File: src/rtl/piqs_arbiter.sv
// ----------------------------------------------------------------------------
// piqs_arbiter
// Strict-priority pick over the input queue heads, ties to the lowest port.
// ----------------------------------------------------------------------------
module piqs_arbiter #(
    parameter int INPUT_PORTS = 8
) (
    input  logic [INPUT_PORTS-1:0]         nonempty,
    input  logic [2:0]                     head_prio [INPUT_PORTS],
    output logic                           found,
    output logic [$clog2(INPUT_PORTS)-1:0] best
);

    localparam int IW = $clog2(INPUT_PORTS);

    logic [2:0] best_prio;

    always_comb
    begin
        found     = 1'b0;
        best      = '0;
        best_prio = '0;
        for (int i = 0; i < INPUT_PORTS; i++)
        begin
            if (nonempty[i] && (!found || head_prio[i] > best_prio))
            begin
                found     = 1'b1;
                best      = IW'(i);
                best_prio = head_prio[i];
            end
        end
    end

endmodule

File: config.mk
export PLATFORM = sky130hd
export DESIGN_NAME = piqs_arbiter
export DESIGN_NICKNAME = d
export VERILOG_FILES = /design/src/rtl/piqs_arbiter.sv
export SDC_FILE = /design/constraint.sdc
export NUM_CORES = 1
export LEC_CHECK = 0
export BUFFER_PORTS_ARGS = -buffer_cell sky130_fd_sc_hd__buf_2
export CAP_MARGIN = 10
export CORE_ASPECT_RATIO = 1.4
export CORE_MARGIN = 2
export CORE_UTILIZATION = 50
export DETAILED_ROUTE_END_ITERATION = 6
export MAX_ROUTING_LAYER = met4
export PLACE_DENSITY = 0.8
export SYNTH_ARGS = -nofsm -noshare
export SYNTH_HDL_FRONTEND = slang
export SYNTH_SLANG_ARGS = --single-unit
File: constraint.sdc
create_clock -name vclk -period 13.5
set_input_delay 1.35 -clock vclk [all_inputs]
set_output_delay 1.35 -clock vclk [all_outputs]
set_load 0.005 [all_outputs]
# --- After elaboration in Yosys (flattened, before gate mapping) ---
# Cells that the tools add are included.
word_totals:
  reg_bits: 0
  in_bits: 32
  output_inout_bits: 4
  word_cells: 50
op_classes:
  order_cmp: 7
  n_mux: 22
  n_reduce_logical: 21
ops:
  columns: ["cell", "n"]
  rows:
  - ["$mux 3", 13]
  - ["$gt 3x3->1", 7]
  - ["$mux 1", 9]
  - ["$logic_and 1x1->1", 7]
  - ["$logic_not 1->1", 7]
  - ["$logic_or 1x1->1", 7]

# --- Depth between registers and ports, before layout ---
depth:
  word_depth: 29
  depth_mapped: 47
  depth_no_buf: 44

# --- Worst setup path before layout ---
# Ideal clock, no wire load.
synth_timing:
  path_kind: "input to output"
  start: "input nonempty[0]"
  end: "output best[0]"
  arrival_ns: 9.299
  required_time_ns: 12.150
  slack_ns: 2.851
  path_stages: 46
  n_path_buf: 3
  path_cell_list: "buf_6 > nand2_1 > ha_1 > and3_1 > a21o_1 > a211oi_1 > or2_2 > ha_1 > and3_1 > a21oi_1 > o21a_2 > o31ai_1 > ha_1 > a21oi_1 > a32oi_1 > o21ai_0 > o311ai_1 > a21boi_0 > [10 not listed] > a32oi_1 > o21ai_1 > buf_2 > mux2_2 > ha_1 > nor2b_1 > o21ai_0 > a32oi_1 > o21ai_1 > buf_2 > nor3b_1 > a211o_1 > ha_1 > a21o_1 > a21oi_1 > a31oi_1 > o21ai_0 > a21bo_2"
synth_via:
  elab_chain_len: 29
  word_cells_on_any_way: 49
  cone_classes: "7 x order compare; 21 x mux; 21 x reduce/logical"
synth_lines:
  columns: ["element", "line_no", "rtl"]
  rows:
  - ["from (decl)", "8", "input logic [INPUT_PORTS-1:0] nonempty,"]
  - ["$mux 3 or $mux 1 (tied branches)", "25", "if (nonempty[i] && (!found || head_prio[i] > best_prio))"]
  - ["$gt 3x3->1 or $logic_not 1->1 (tied branches)", "25", null]
  - ["$logic_or 1x1->1", "25", null]
  - ["$logic_and 1x1->1", "25", null]
  - ["$mux 3 or $mux 1 (tied branches)", "25", null]
  - ["$gt 3x3->1 or $logic_not 1->1 (tied branches)", "25", null]
  - ["$logic_or 1x1->1", "25", null]
  - ["$logic_and 1x1->1", "25", null]
  - ["[13 not listed]", null, null]
  - ["$gt 3x3->1 or $logic_not 1->1 (tied branches)", "25", null]
  - ["$logic_or 1x1->1", "25", null]
  - ["$logic_and 1x1->1", "25", null]
  - ["$mux 3 or $mux 1 (tied branches)", "25", null]
  - ["$gt 3x3->1 or $logic_not 1->1 (tied branches)", "25", null]
  - ["$logic_or 1x1->1", "25", null]
  - ["$logic_and 1x1->1", "25", null]
  - ["$mux 3 (*)", "25", null]
  - ["to (decl)", "11", "output logic [$clog2(INPUT_PORTS)-1:0] best"]
# Every way passes the cells marked *; elsewhere a longest branch is shown, timed or not.

# --- Final worst setup path ---
# Same ends and word-level chain as after synthesis.

==> results by group <==
Critical path
  • CP max FO: 11
  • Critical path endpoint category: primary output
  • Most common cell on crit path: ha_1
  • Crit path kind: in -> out
  • CP arrival: between 10 and 15 ns
  • CP max stage cell: o21ai_1
  • Critical path data required time: between 10 and 15 ns
  • CP Launch Type: input port
  • CP peak stage delay: around 0.62 ns

Timing
  • Fmax: approximately 0.080 GHz
  • Slew HR: between 40 and 50%
  • Setup TNS: 0 ns
  • Setup ws final: roughly 1.1 ns
  • Final hold vios: 0
  • Worst Tran Pin Value: between 0.7 and 0.8 ns
  • Tcrit/Tclk final: 92.2%
  • Hold WS: just under 3 ns
  • Setup Viol. Count Final: 0
  • RSZ-0062 raised after global routing: no
  • Slew Limit Fails: 0
  • Final min period: roughly 12 ns

Floorplanning
  • Die Footprint: between 2000 and 2500 µm²
  • Initial Utilization: between 50% and 60%
  • Die Width: around 42 µm
  • Rows: 19
  • Die H: 56.8 µm
  • I/O Pins: 36
  • Area of the core: 1930 µm²

Logic synthesis
  • Yosys warning total: 0
  • Post-Synthesis Net Count: roughly 190
  • Cells after Synth: between 100 and 150
  • Netlist cell types: 43
  • Seq/Total Area, Yosys: 0%
  • Avg Cell Area, Syn: between 7 and 8 µm²
  • Syn Std Cell Area: 997 µm²

Global routing
  • Initial antenna violation count: 0
  • Vias in the first global route: around 1100
  • Largest net degree at the start of global routing: 12
  • GRT overflow: 0
  • Total global-route track usage: a little over a fifth
  • First-pass GRT wire length: between 4 and 5 mm

Detailed routing
  • Drt total wl: between 2 and 2.5 mm
  • Met2 WL: 1.30 mm
  • Starting DRT DRC Count: 14
  • Met1 wire length: ~980 µm
  • Routed length per instance: 12.2 µm
  • Via count: 1113
  • WL met3: roughly 59 µm
  • Top Layer Used: met3
  • Vias/cell: about 5.8
  • # DRC: 0
  • DRT Pass-1 Iters: 4
  • DRT antenna net count: 0

Placement
  • Post-detail-place hpwl: ~2.1 mm
  • GP Congestion: 0.857
  • Area of placed instances: 1180 µm²
  • Cells after DPL: around 190
  • Buffers added on ports: 36
  • Pre-CTS setup slack: about 1.1 ns

Cells and area
  • Final instance count without filler cells: 192
  • # clk buffers: 0
  • ANT cells: 0
  • Most common cell after layout, fill and taps aside: buf_2
  • Synth-to-Final Area Change: 18.6%
  • Ratio of cells with drive above 1 in the final layout: a little under a third
  • Final nets: between 200 and 250
  • Most frequent cells in the layout: buf_2, ha_1, inv_1, nor2_1
  • FF+latch area: 0 µm²
  • Post-route cell area: 1180 µm²
  • Final Util: approximately 61%
  • FFs & Latches: 0
  • Fillers: 201

Run
  • Max-cap viol count: 0

Power and ir drop
  • VDD IR max: approximately 0.045 mV
  • Total power: around 110 µW
  • Power per cell area: 96.3 nW/µm²
  • P_leak: 0.616 nW

Clock network
  • Number of gates resized after cts: 0
  • Hold-fix buffers at CTS: 0
  • Setup Buffers After CTS: 0

Outcome
  • Outcome: finished clean

Worst hold path
  • Hold Crit Class: in -> out
cells by family after synthesis:
logic type	after synthesis	synth area share (%)
and+or+nand+nor	43	23.5
buffers and inverters	19	8.16
muxes	3	3.14
adders and majority gates	21	26.3
AOI/OAI and AO/OA	52	38.9
power by group:
part / leakage, nW / switching, mW / total [mW] / internal, mW
Combinational: 0.616 / 0.0598 / 0.114 / 0.0540
Clock: 0 / 0 / 0 / 0
Sequential: 0 / 0 / 0 / 0
Total: 0.616 / 0.0598 / 0.114 / 0.0540
path summary, 6_finish.rpt:
kind | from | slack, ns | cells after the start | end
max | nonempty[0] | 1.06 | 45 | best[0]
min | nonempty[7] | 2.97 | 3 | found
cell usage after synthesis, drive strengths merged, types with 4 or more instances:
cell type	instances	area share, %
o21ai	8	4.0
nand2	9	3.4
ha	21	26
nor2b	4	2.5
o21a	6	4.6
nor2	13	5.1
a21oi	11	6.3
inv	16	6.0
o211ai	4	3.0
critical path, delay by kind of cell:
family	cells	cell delay (ns)
AO/OA/AOI/OAI	25	5.82
adder cells (fa/ha/maj)	7	1.97
buffers and inverters	3	0.36
multiplexers	1	0.26
AND/OR/NAND/NOR	9	1.29
per-layer routing:
layer / vias to the layer above / GRT usage, %
met4: 0 / 1.38
met2: 23 / 43.3
met1: 506 / 22.7
li1: 584 / -
met5: - / -
met3: 0 / 0.322
final cells by class:
| cell class | instances | area (µm²) | share of cell area [%] |
|---|---|---|---|
| multi-input cells | 119 | 916 | 77.5 |
| repair buffers | 36 | 180 | 15.2 |
| inverters | 16 | 60.1 | 5.08 |
| well taps | 21 | 26.3 | 2.22 |
No activity file was read; power rests on OpenSTA's default activity.
