**src/rtl/piqs_ram.sv**
```systemverilog
// ----------------------------------------------------------------------------
// piqs_ram
// Generic single-write, single-read synchronous RAM with registered read.
// ----------------------------------------------------------------------------
module piqs_ram #(
    parameter int WIDTH = 8,
    parameter int DEPTH = 64
) (
    input  logic                     clk,
    input  logic                     we,
    input  logic [$clog2(DEPTH)-1:0] waddr,
    input  logic [WIDTH-1:0]         wdata,
    input  logic                     re,
    input  logic [$clog2(DEPTH)-1:0] raddr,
    output logic [WIDTH-1:0]         rdata
);

    logic [WIDTH-1:0] mem [DEPTH];

    always_ff @(posedge clk)
    begin
        if (we)
        begin
            mem[waddr] <= wdata;
        end
        if (re)
        begin
            rdata <= mem[raddr];
        end
    end

endmodule

```
**config.mk**
```make
export PLATFORM = sky130hd
export DESIGN_NAME = piqs_ram
export DESIGN_NICKNAME = d
export VERILOG_FILES = /design/src/rtl/piqs_ram.sv
export SDC_FILE = /design/constraint.sdc
export NUM_CORES = 1
export LEC_CHECK = 0
export ABC_AREA = 1
export BUFFER_PORTS_ARGS = -buffer_cell sky130_fd_sc_hd__buf_2
export CAP_MARGIN = 20
export CELL_PAD_IN_SITES_DETAIL_PLACEMENT = 2
export CELL_PAD_IN_SITES_GLOBAL_PLACEMENT = 2
export CORE_MARGIN = 2
export CORE_UTILIZATION = 30
export DETAILED_ROUTE_END_ITERATION = 16
export PLACE_DENSITY = 0.65
export SLEW_MARGIN = 20
export SYNTH_ARGS = -nofsm -noshare
export SYNTH_HDL_FRONTEND = slang
export SYNTH_SLANG_ARGS = --single-unit
export TNS_END_PERCENT = 100
```
**constraint.sdc**
```tcl
create_clock -name clk -period 2.8 [get_ports clk]
set_clock_uncertainty 0.2 [all_clocks]
set_input_delay 0.56 -clock clk [delete_from_list [all_inputs] [get_ports clk]]
set_output_delay 0.56 -clock clk [all_outputs]
set_load 0.02 [all_outputs]
```
* After elaboration in Yosys (flattened, before gate mapping)
Memories as Yosys holds them, arrays and structs flattened. A register that Yosys moved wholly into a read port is not among the register bits. Index checks and enable logic that the tools add are counted.
Cells by class: muxes and demuxes 2
Operators by type and width (count):
- 1-bit 2-to-1 mux | 2
Storage, ports and cells: output and inout port bits 8, bits in writable memories 512, memories kept 1, bits of input ports 23, logic and storage cells 3, register bits 0
Memory list:
- mem | words 64, width 8, read ports 1, clocked after Yosys merged registers in 1, write ports 1, RTL line 18 | logic [WIDTH-1:0] mem [DEPTH];

* Longest topological paths before layout
Gate-level depths: netlist (run 1).
word-level depth 2, depth in mapped cells 12, gate-level depth less buffers 9

* Worst setup path before layout (run 1)
No wires, ideal clock.
kind input to register, start point input port we, end point memory mem[48][0] (enable), stages on the path 3, path buffers 1, data arrival time 1.931 ns, library setup time 0.395 ns, data required time 2.205 ns, slack 0.274 ns, cell sequence clkbuf_1 nand4_1 nor4_1
Between the ends: cells in the longest elaborated chain, start to end 2
Ends and longest elaborated chain:
- start, declared | RTL line 10 | input logic we,
- 1-bit 2-to-1 mux | RTL line 22 | if (we)
- 1-bit 2-to-1 mux (not written as such) | RTL line 24 | mem[waddr] <= wdata;
- end, declared | RTL line 18
No other way between the ends.

* Worst setup path after layout (run 1)
start point register rdata[3] (read register of mem), end point output port rdata[3]
RTL lines:
- start, declared | RTL line 15 | output logic [WIDTH-1:0] rdata
No word-level cell between the ends.

==> results list, run 1 <==
- For the worst setup path, the data required time is 2040 ps.
* Async set-or-reset flop fraction in the synthesized netlist: 0
* Fraction of power spent switching nets: 0.234
- Global routing finished with a remaining overflow of 0.
- Count of warnings emitted by yosys: 0
- In this run, CTS created clock tree buffers numbering 57.
- Cell type with the highest aggregate area in the netlist: edfxtp_1
- The critical path is of the register to primary output type.
* Fraction of power consumed by the clock network: 0.426
* Number of maximum-capacitance constraint violations: 0
* Yosys top cell area share: 0.729
* Peak fanout along the critical path: 1
* Logic gate share of total power: 0.067
* Number of global-route vias before repair: 15800
* Worst-case reg-to-reg path depth: 8
* Multi-input combinational cell area: 4950 µm²
- In the final layout, the share of cells above drive strength 1 is 0.114.
- Clock tree from TritonCTS: built
* Number of diodes: 0
* Number of cells on the worst hold path: 1
- The clock passes through at most 3 buffers.
- The detailed router finished its first iteration with 894 violations.
* Buf/Inv on CP: 1
- Setup TNS: 0 ps
- The tree built by TritonCTS fans out to 520 sinks.
- Fraction of the yosys area taken by sequential cells: 0.729
- The most common cell in the synthesized netlist is nand2_1.
- Counting flops with a built-in enable in the synthesized netlist gives 520.
- In this run the tightest slew margin relative to its limit is 0.539.
* Highest-delay cell along the critical path: edfxtp_1
- Pint: 13.1 mW
- Power spread over the standard cell area amounts to 686 nW/µm².
- Area taken by flip-flops and latches: 15600 µm²
- Min cycle time layout: 2170 ps
* Synth top area cells: edfxtp_1 73%, nand2_1 11%, nand3_1 10%, buf_6 1.8%, nor2_1 0.98%
- Wire length of the first global-routing pass: 104000 µm
- Total Wirelength: 68000 µm
- By count the netlist is led by 648 x nand2_1, 520 x edfxtp_1, 439 x nand3_1.
- Final hold slack: 126 ps
* Cell at the root of the clock tree: clkbuf_16
- The later pin in the worst-skew pair is clocked with a latency of 630 ps.
* Final nets: 1917
* Starting Density: 0.304
- Lkg Pwr: 8.95 nW
* Post-cts resize count: 0
* Routed wire per std cell: 23.6 µm
- Power share of the sequential group: 0.507
* Hold buffers post-CTS: 0
- Status: complete, no violations
- The H-tree generated during clock tree synthesis spans 2 levels.
* Die area: 73600 µm²
- Post-DRT Antenna Nets: 0
- Largest incremental delay on the critical path: 540 ps
- Final worst-path cycle share: 0.774
- Post-synthesis cell area: 21400 µm²
* Worst-Margin Slew: 690 ps
- Overall via count from detail_route: 14500
* Post-route standard cell area excluding fillers: 24900 µm²
- Once layout is complete, the utilization of the core stands at 0.354.
* IO buf count: 30
* Logic depth of the worst path, buffers included: 1
* RSZ-0062 raised after global routing: no
- Height of the die: 271 µm
* #FFs+latches synth: 520
* Maximum number of pins on one net before global-route repair: 89
* Post-Synthesis Cells: 1805
- Worst ir drop on vdd: 510 µV
* Clock-pin transition on the worst setup and hold timing paths: 70 ps
* Number of placement rows: 97
* Weighted congestion reported at the end of routability-driven placement: 0.746
- Initial antenna violation count: 3
- For this run, the leading register cell type out of synthesis is edfxtp_1.
* Total count of max-transition violations in the final report: 0
- The region available for standard cell placement spans 70400 µm².
* DRC violation count after routing: 0
- The path class of the tightest hold or removal check is input pin to register.
- STA classifies the critical path startpoint as a register.
- Overall fraction of global-route tracks in use: 0.187
- Data arrival time at the worst-slack endpoint: 1410 ps
- Pin placement for this block handled 31 I/O pins.
- In this run the horizontal extent of the chip is 271 µm.
- CP cell instances: buf_2
- Synthesis produced a netlist with a net count of 1828.
- On the critical path the largest part of the delay comes from flip-flops.
* DP HPWL: 41900 µm
* Maximum clock frequency: 461 MHz
- STA classifies the critical path endpoint as a primary output.
* Switch Pwr: 4.01 mW
- Overall power: 17.1 mW
- Syn-to-layout area delta: 16.3%
- Dividing the detail-routed via count by the number of cells gives 5.03.
* Average instance area after synthesis: 11.9 µm²
- After synthesis, the netlist uses 15 different library cells.
- The count of final hold-check violations was 0.
- Count of filler cells inserted in the layout: 7404
- Number of setup violations in the final report: 0
- Placed Area: 23100 µm²
- The first detailed-routing pass ran for 5 iterations.
- Buffer count from post-CTS setup fixing: 0
## power groups by stage
stage	Combinational, mW	Clock, mW	Sequential [mW]
floorplan	0.606	0	8.83
global placement	1.13	0	8.82
detailed placement	1.17	0	8.83
CTS	1.17	7.45	8.66
global route	1.27	7.76	8.66
finish	1.15	7.28	8.66
## state kept, by name, indices dropped and copies added (netlist names)
name,count
rdata,8
mem,512
## cells in the final DEF, fill, tap and decap left out, types with 4 or more instances in the layout
| master | Yosys | routed |
|---|---|---|
| nand2_1 | 648 | 648 |
| edfxtp_1 | 520 | 520 |
| nand3_1 | 439 | 439 |
| buf_4 | 14 | 88 |
| clkbuf_16 | 0 | 58 |
| nor2_1 | 56 | 56 |
| buf_2 | 37 | 28 |
| buf_12 | 0 | 26 |
| clkinv_1 | 0 | 17 |
| clkbuf_1 | 15 | 11 |
| inv_1 | 10 | 9 |
| nand4_1 | 9 | 9 |
| nor4_1 | 8 | 8 |
| clkinv_2 | 0 | 8 |
| bufinv_16 | 0 | 4 |
## worst register-to-register path: stages, from the launching register on
cell and delay [ps]:
edfxtp_1 380, nand2_1 80, nand3_1 100, nand3_1 180, nand2_1 110, nand2_1 80, nand3_1 70, nand3_1 270
nand2_1 110
## path summary, 6_finish.rpt
path,start,to,slack [ps]
worst max-delay path,rdata[3],rdata[3],630
worst min-delay path,re,rdata[6],130
worst max register to register,mem[43][3],rdata[3],990
worst min register to register,mem[4][7],rdata[7],690
## per-stage QoR
| stage | std cells | setup slack, ps |
|---|---|---|
| floorplan | 1805 | 274 |
| global placement | 2775 | 119 |
| finish | 2878 | 632 |
| global route | 2878 | 597 |
| CTS | 2878 | 601 |
| detailed placement | 2775 | 88.6 |
## cell families (layout without fill, tap and decap cells)
family	after synthesis	after routing	synth area share
simple gates	1160	1160	0.231
flops	520	520	0.729
buf+inv	125	258	0.0401
## cell type report
type / count / area share
inverters: 12 / 0.00221
multi-input cells: 1160 / 0.199
flip-flops and latches: 520 / 0.627
repair buffers: 143 / 0.0536
clock inverters: 34 / 0.0115
clock buffers: 69 / 0.0599
well taps: 940 / 0.0472
## metal layers
layer / routed length [µm] / part of all wire / global-route usage
met2: 33700 / 0.50 / 0.323
met4: 1350 / 0.020 / 0.0453
met5: 24 / 0.00035 / 0
met1: 30200 / 0.44 / 0.250
met3: 2700 / 0.040 / 0.0259
Power figures use the tool's default switching activity.
==> inputs of run 2 (changes only) <==
==> constraint.sdc (replaced) <==
create_clock -name clk -period 2.17 [get_ports clk]
set_clock_uncertainty 0.2 [all_clocks]
set_input_delay 0.434 -clock clk [delete_from_list [all_inputs] [get_ports clk]]
set_output_delay 0.434 -clock clk [all_outputs]
set_load 0.02 [all_outputs]
==> results list, run 2 (synthesis results as in run 1) <==
- For this design the ratio of total power to cell area is 883 nW/µm².
- The worst setup path is captured at a primary output.
* Area taken by flip-flops and latches: 15600 µm²
- Weighted congestion reported at the end of routability-driven placement: 0.808
* Post-layout instance count excluding filler cells: 2931
- Maximum clock frequency: 497 MHz
* Number of placed I/O pins: 31
- Number of maximum-capacitance constraint violations: 0
- The share of total power dissipated in the clock network is 0.431.
- Cell at the root of the clock tree: clkbuf_16
* Switch Pwr: 5.29 mW
* Worst-Margin Slew: 518 ps
- Post-cts resize count: 0
- Most frequent cells in the layout: 648 x nand2_1, 520 x edfxtp_1, 439 x nand3_1
- In this run the worst setup path begins at rdata[3].
- Buf/Inv on CP: 1
- Post-route standard cell area excluding fillers: 25400 µm²
- Fraction of power spent switching nets: 0.236
* Count of filler cells inserted in the layout: 7345
- Slack of the worst reg-to-reg path: 390 ps
- 0 antenna diodes ended up in the layout.
- Overall die width: 271 µm
- Summed over all cells, the static leakage comes to 9.21 nW.
- Overall fraction of global-route tracks in use: 0.186
* Launching point of the worst reg2reg path: mem[3][2]
- Summing over every cut layer, the via total after detailed routing is 14600.
* Detailed Route Iter0 Violations: 1013
- Entering global routing, the biggest net connects 65 pins.
- Counting along the longest clock path gives a buffer depth of 3.
* Setup TNS: 0 ps
* Highest-delay cell along the critical path: edfxtp_1
- CTS buffer count: 58
- Data arrival time at the worst-slack endpoint: 1380 ps
- Worst ir drop on vdd: 522 µV
- The register with the most flip-flops in the layout has 512 of them.
- After clock tree synthesis, the setup repair step added 0 buffers.
* Required time of the critical path: 1540 ps
* IO buf count: 30
- Setup repair after global routing left no endpoint under its margin.
- Number of placement rows: 97
* Worst-case setup slack after placement: -249 ps
- The count of final hold-check violations is 0.
- Overall power: 22.4 mW
- In the finished design, the share of the clock period the worst path needs comes to 0.927.
- Number of clock sinks: 520
- The detail route stage leaves a number of antenna-violating nets equal to 0.
- Clock-pin transition on the worst setup and hold timing paths: 60 ps
- Syn-to-layout area delta: 18.4%
* Placed Area: 23500 µm²
* Total count of max-transition violations in the final report: 0
- Measured against its own limit, the worst slew margin works out to 0.655.
* Pint: 17.1 mW
- Once placement completed, the tool counted placed cells totaling 2822.
- Final Core Density: 0.360
- The die is 271 µm tall.
- After detailed routing, the number of remaining DRC violations is 0.
* Family of cells with the greatest summed delay on the critical path: flip-flops
- In this run the number of cells on the critical path is 1.
* Most common library cell in the layout ignoring fill and taps: nand2_1
- Clock tree from TritonCTS: built
* DP HPWL: 43100 µm
- The endpoint identified for the worst register-to-register timing path is rdata[2].
- The critical path ends at rdata[3].
- Largest registers: mem: 512 flops, rdata: 8 flops
- Pre-antenna DRT Iters: 4
* Number of setup violations in the final report: 0
* Total Wirelength: 68600 µm
- For this run the aggregate overflow at the end of global routing stands at 0.
* Power share of the sequential group: 0.499
* Hold crit path type: input pin to register
* Ratio of routed vias to standard cells: 4.97
- In this run the worst path has a maximum fanout of 1.
- In the post-route analysis, the smallest setup slack over all paths is 158 ps.
- Die area: 73600 µm²
* CP cell instances: buf_2
* Routed wire per std cell: 23.4 µm
* Multi-input combinational cell area: 4950 µm²
- For this configuration, the core starts out at a cell density of 0.304.
* H-Tree Level Count: 2
* Worst-skew pair later-pin latency: 650 ps
- Largest incremental delay on the critical path: 510 ps
- Startpoint type of the worst setup path: register
- For the worst flop-to-flop path, the logic depth is 8.
- Total core area: 70400 µm²
- Share of post-route cells with drive strength above 1: 0.135
* Min cycle time layout: 2010 ps
- Wire length of the first global-routing pass: 103000 µm
- Logic gate share of total power: 0.070
- The run finished with clean final reports.
* Hold buffers post-CTS: 1
- The number of global-route vias before repair is 16200.
- Crit path kind: register to primary output
- The number of antenna violations at the first check in global routing was 2.
- Hold is met by 51.2 ps.
- After the last flow step, the layout net total stands at 1966.
* Largest register by flop count: mem
run 2: how the worst min path moves through the flow:
stage                  start         end  cells past startpoint
global placement          re    rdata[7]                      1
finish              wdata[1]  mem[17][1]                      1
CTS                 raddr[5]    rdata[2]                      3
detailed placement        re    rdata[7]                      1
floorplan           wdata[0]   mem[0][0]                      0
global route        wdata[1]  mem[16][1]                      1
run 2: layer usage:
layer,GRT usage,wire (µm),up-vias,part of all wire
li1,-,-,6641,-
met1,0.243,30300,7547,0.44
met2,0.319,33700,253,0.49
met3,0.0281,2550,121,0.037
met4,0.0593,2020,2,0.029
met5,0,13,-,0.00019
run 2: worst reg2reg max path: cells and delay by family, from the launching register on:
kind	cells	cell delay (ps)
flip-flops	1	370
AND/OR/NAND/NOR	8	970
run 2: area by class of cell:
cell class,instances,area share
sequential,520,0.616
multi-input combinational,1160,0.195
timing repair buffer,191,0.0684
clock buffer,73,0.0595
tap,940,0.0464
clock inverter,35,0.0128
inverter,12,0.00217
run 2: power groups by stage:
stage                     clock network (mW)  registers (mW)  logic [mW]
after global placement                     0            11.4        1.53
after global routing                    10.2            11.2        1.71
final                                   9.65            11.2        1.57
after CTS                               9.85            11.2        1.60
after detailed placement                   0            11.4        1.58
after floorplan                            0            11.4       0.782
==> inputs of run 3 (changes only) <==
--- a/config.mk
+++ b/config.mk
@@ -11,9 +11,10 @@
 export CELL_PAD_IN_SITES_DETAIL_PLACEMENT = 2
 export CELL_PAD_IN_SITES_GLOBAL_PLACEMENT = 2
 export CORE_MARGIN = 2
-export CORE_UTILIZATION = 30
+export CORE_UTILIZATION = 44
 export DETAILED_ROUTE_END_ITERATION = 16
-export PLACE_DENSITY = 0.65
+export PLACE_DENSITY = 0.87
+export SETUP_SLACK_MARGIN = 0.15
 export SLEW_MARGIN = 20
 export SYNTH_ARGS = -nofsm -noshare
 export SYNTH_HDL_FRONTEND = slang
==> results list, run 3 (synthesis results as in run 1) <==
- CTS buffer count: 55
- Crit path kind: input pin to register
- Setup repair after global routing left no endpoint under its margin.
* Overall power: 22.2 mW
* Post-route standard cell area excluding fillers: 24900 µm²
- Detailed Route Iter0 Violations: 1812
- Required time of the critical path: 2340 ps
* Aggregate global routing overflow: 0
- Final worst-path cycle share: 0.925
- Worst-skew pair later-pin latency: 630 ps
- Capturing element type of the critical path: register
- The tool flagged a number of max-cap violations equal to 0.
* Hold crit path type: input pin to register
- After clock tree synthesis, the clock-pin slew on the worst setup and hold paths is 70 ps.
* IO buf count: 30
- Pre-antenna DRT Iters: 5
- In the layout the commonest cells are 648 x nand2_1, 520 x edfxtp_1, 439 x nand3_1.
* Largest registers: mem: 512 flops, rdata: 8 flops
* Overall die width: 225 µm
- For the worst setup path, the data arrival time is 2180 ps.
* Overall via count from detail_route: 16000
* Total core area: 47800 µm²
- Post-DRT Antenna Nets: 0
* Worst slew margin relative to its limit: 0.356
- The analysis attributes to cell leakage a power of 9.15 nW.
- Cell at the root of the clock tree: clkbuf_16
* Worst ir drop on vdd: 866 µV
- The congestion estimate from routability-driven global placement came to 0.832.
* Total count of max-transition violations in the final report: 0
- Power spread over the standard cell area amounts to 894 nW/µm².
- The floorplan step defined a die boundary enclosing 50500 µm².
- Number of diodes: 0
* Overall fraction of global-route tracks in use: 0.344
* Final nets: 1965
* Syn-to-layout area delta: 16.1%
- Counting every sink on the clock net gives 520.
- DP HPWL: 49200 µm
- Initial antenna violation count: 4
* Worst-Margin Slew: 966 ps
- Peak fanout along the critical path: 78
- Final count of hold timing violations: 0
- DRC violation count after routing: 0
- Row generation in the floorplan step produced 80 rows.
* Startpoint type of the worst setup path: input pin
- Clock tree from TritonCTS: built
- Setup violations remaining at the end of the flow were counted as 0.
- After detailed routing, the number of vias per cell comes to 6.16.
- Pin placement for this block handled 31 I/O pins.
* Height of the die: 225 µm
* Placed Area: 23200 µm²
- Largest register by flop count: mem
* Number of global-route vias before repair: 17600
- Most common library cell in the layout ignoring fill and taps: nand2_1
- Among all stages on the critical path, the largest delay is contributed by nand3_1.
- Of the cells placed in the final design, the portion with a size suffix greater than 1 is 0.139.
- Count of filler cells inserted in the layout: 4583
* Routed wire per std cell: 32.9 µm
* CP cell instances: clkbuf_8, buf_16, nand2_1, nand3_1, nand3_1, nand2_1, nand2_1, nand3_1, nand3_1, nand2_1
- Min cycle time layout: 2010 ps
- Number of buffers on the longest clock path: 3
- H-Tree Level Count: 2
- Maximum number of pins on one net before global-route repair: 103
- Total Wirelength: 85500 µm
- The register with the most flip-flops in the layout has 512 of them.
- The largest single stage delay on the critical path is 290 ps.
- Timing would allow up to 498 MHz.
- The run finished with clean final reports.
- Final hold slack: 133 ps
- The initial utilization of the core area, before any placement, comes to 0.448.
- The first global-routing pass estimated 125000 µm of wire.
[run 3: layout make-up]
class	count	area, µm²	area share
sequential	520	15600	0.628
clock inverter	25	199	0.00800
clock buffer	72	1480	0.0596
inverter	12	55.1	0.00221
tap	615	769	0.0310
timing repair buffer	193	1720	0.0694
multi-input combinational	1160	5010	0.202
[run 3: layer usage]
metal,vias to the layer above,track usage,wire length [µm],share of wire
met5,-,0,22,0.00026
met2,869,0.574,41700,0.49
met1,8234,0.426,32500,0.38
li1,6622,-,-,-
met4,4,0.169,4500,0.053
met3,272,0.0755,6700,0.078
[run 3: stage by stage]
step	worst slack, ps	TNS, ps	cells	util
after global placement	-196	-789	2499	0.484
final	164	0	2597	0.520
after floorplan	-17.5	-838	1805	-
after detailed placement	-304	-3180	2499	0.484
after global routing	156	0	2597	0.520
after CTS	210	0	2597	0.519
[run 3: what timing repair did]
item                                    CTS  global route
endpoints found under the hold margin     3             0
setup buffers                             0             0
hold buffers                              1             0
resized for setup                         0             2
endpoints found under the setup margin    0             2
[run 3: critical path, delay by kind of cell]
kind / cells / cell delay [ps]
buffers and inverters: 2 / 360
and+or+nand+nor: 8 / 1250
[run 3: worst paths after layout]
path | start | to | slack, ps | cells past startpoint
max | raddr[0] | rdata[4] | 160 | 10
max reg2reg | mem[55][4] | rdata[4] | 190 | 8
min | raddr[5] | rdata[0] | 130 | 3
min reg2reg | mem[4][4] | rdata[4] | 740 | 8
[run 3: where the power goes]
part / total (mW) / switching [mW] / internal [mW]
logic: 1.72 / 1.27 / 0.449
registers: 11.2 / 0.0423 / 11.1
clock network: 9.33 / 4.19 / 5.14
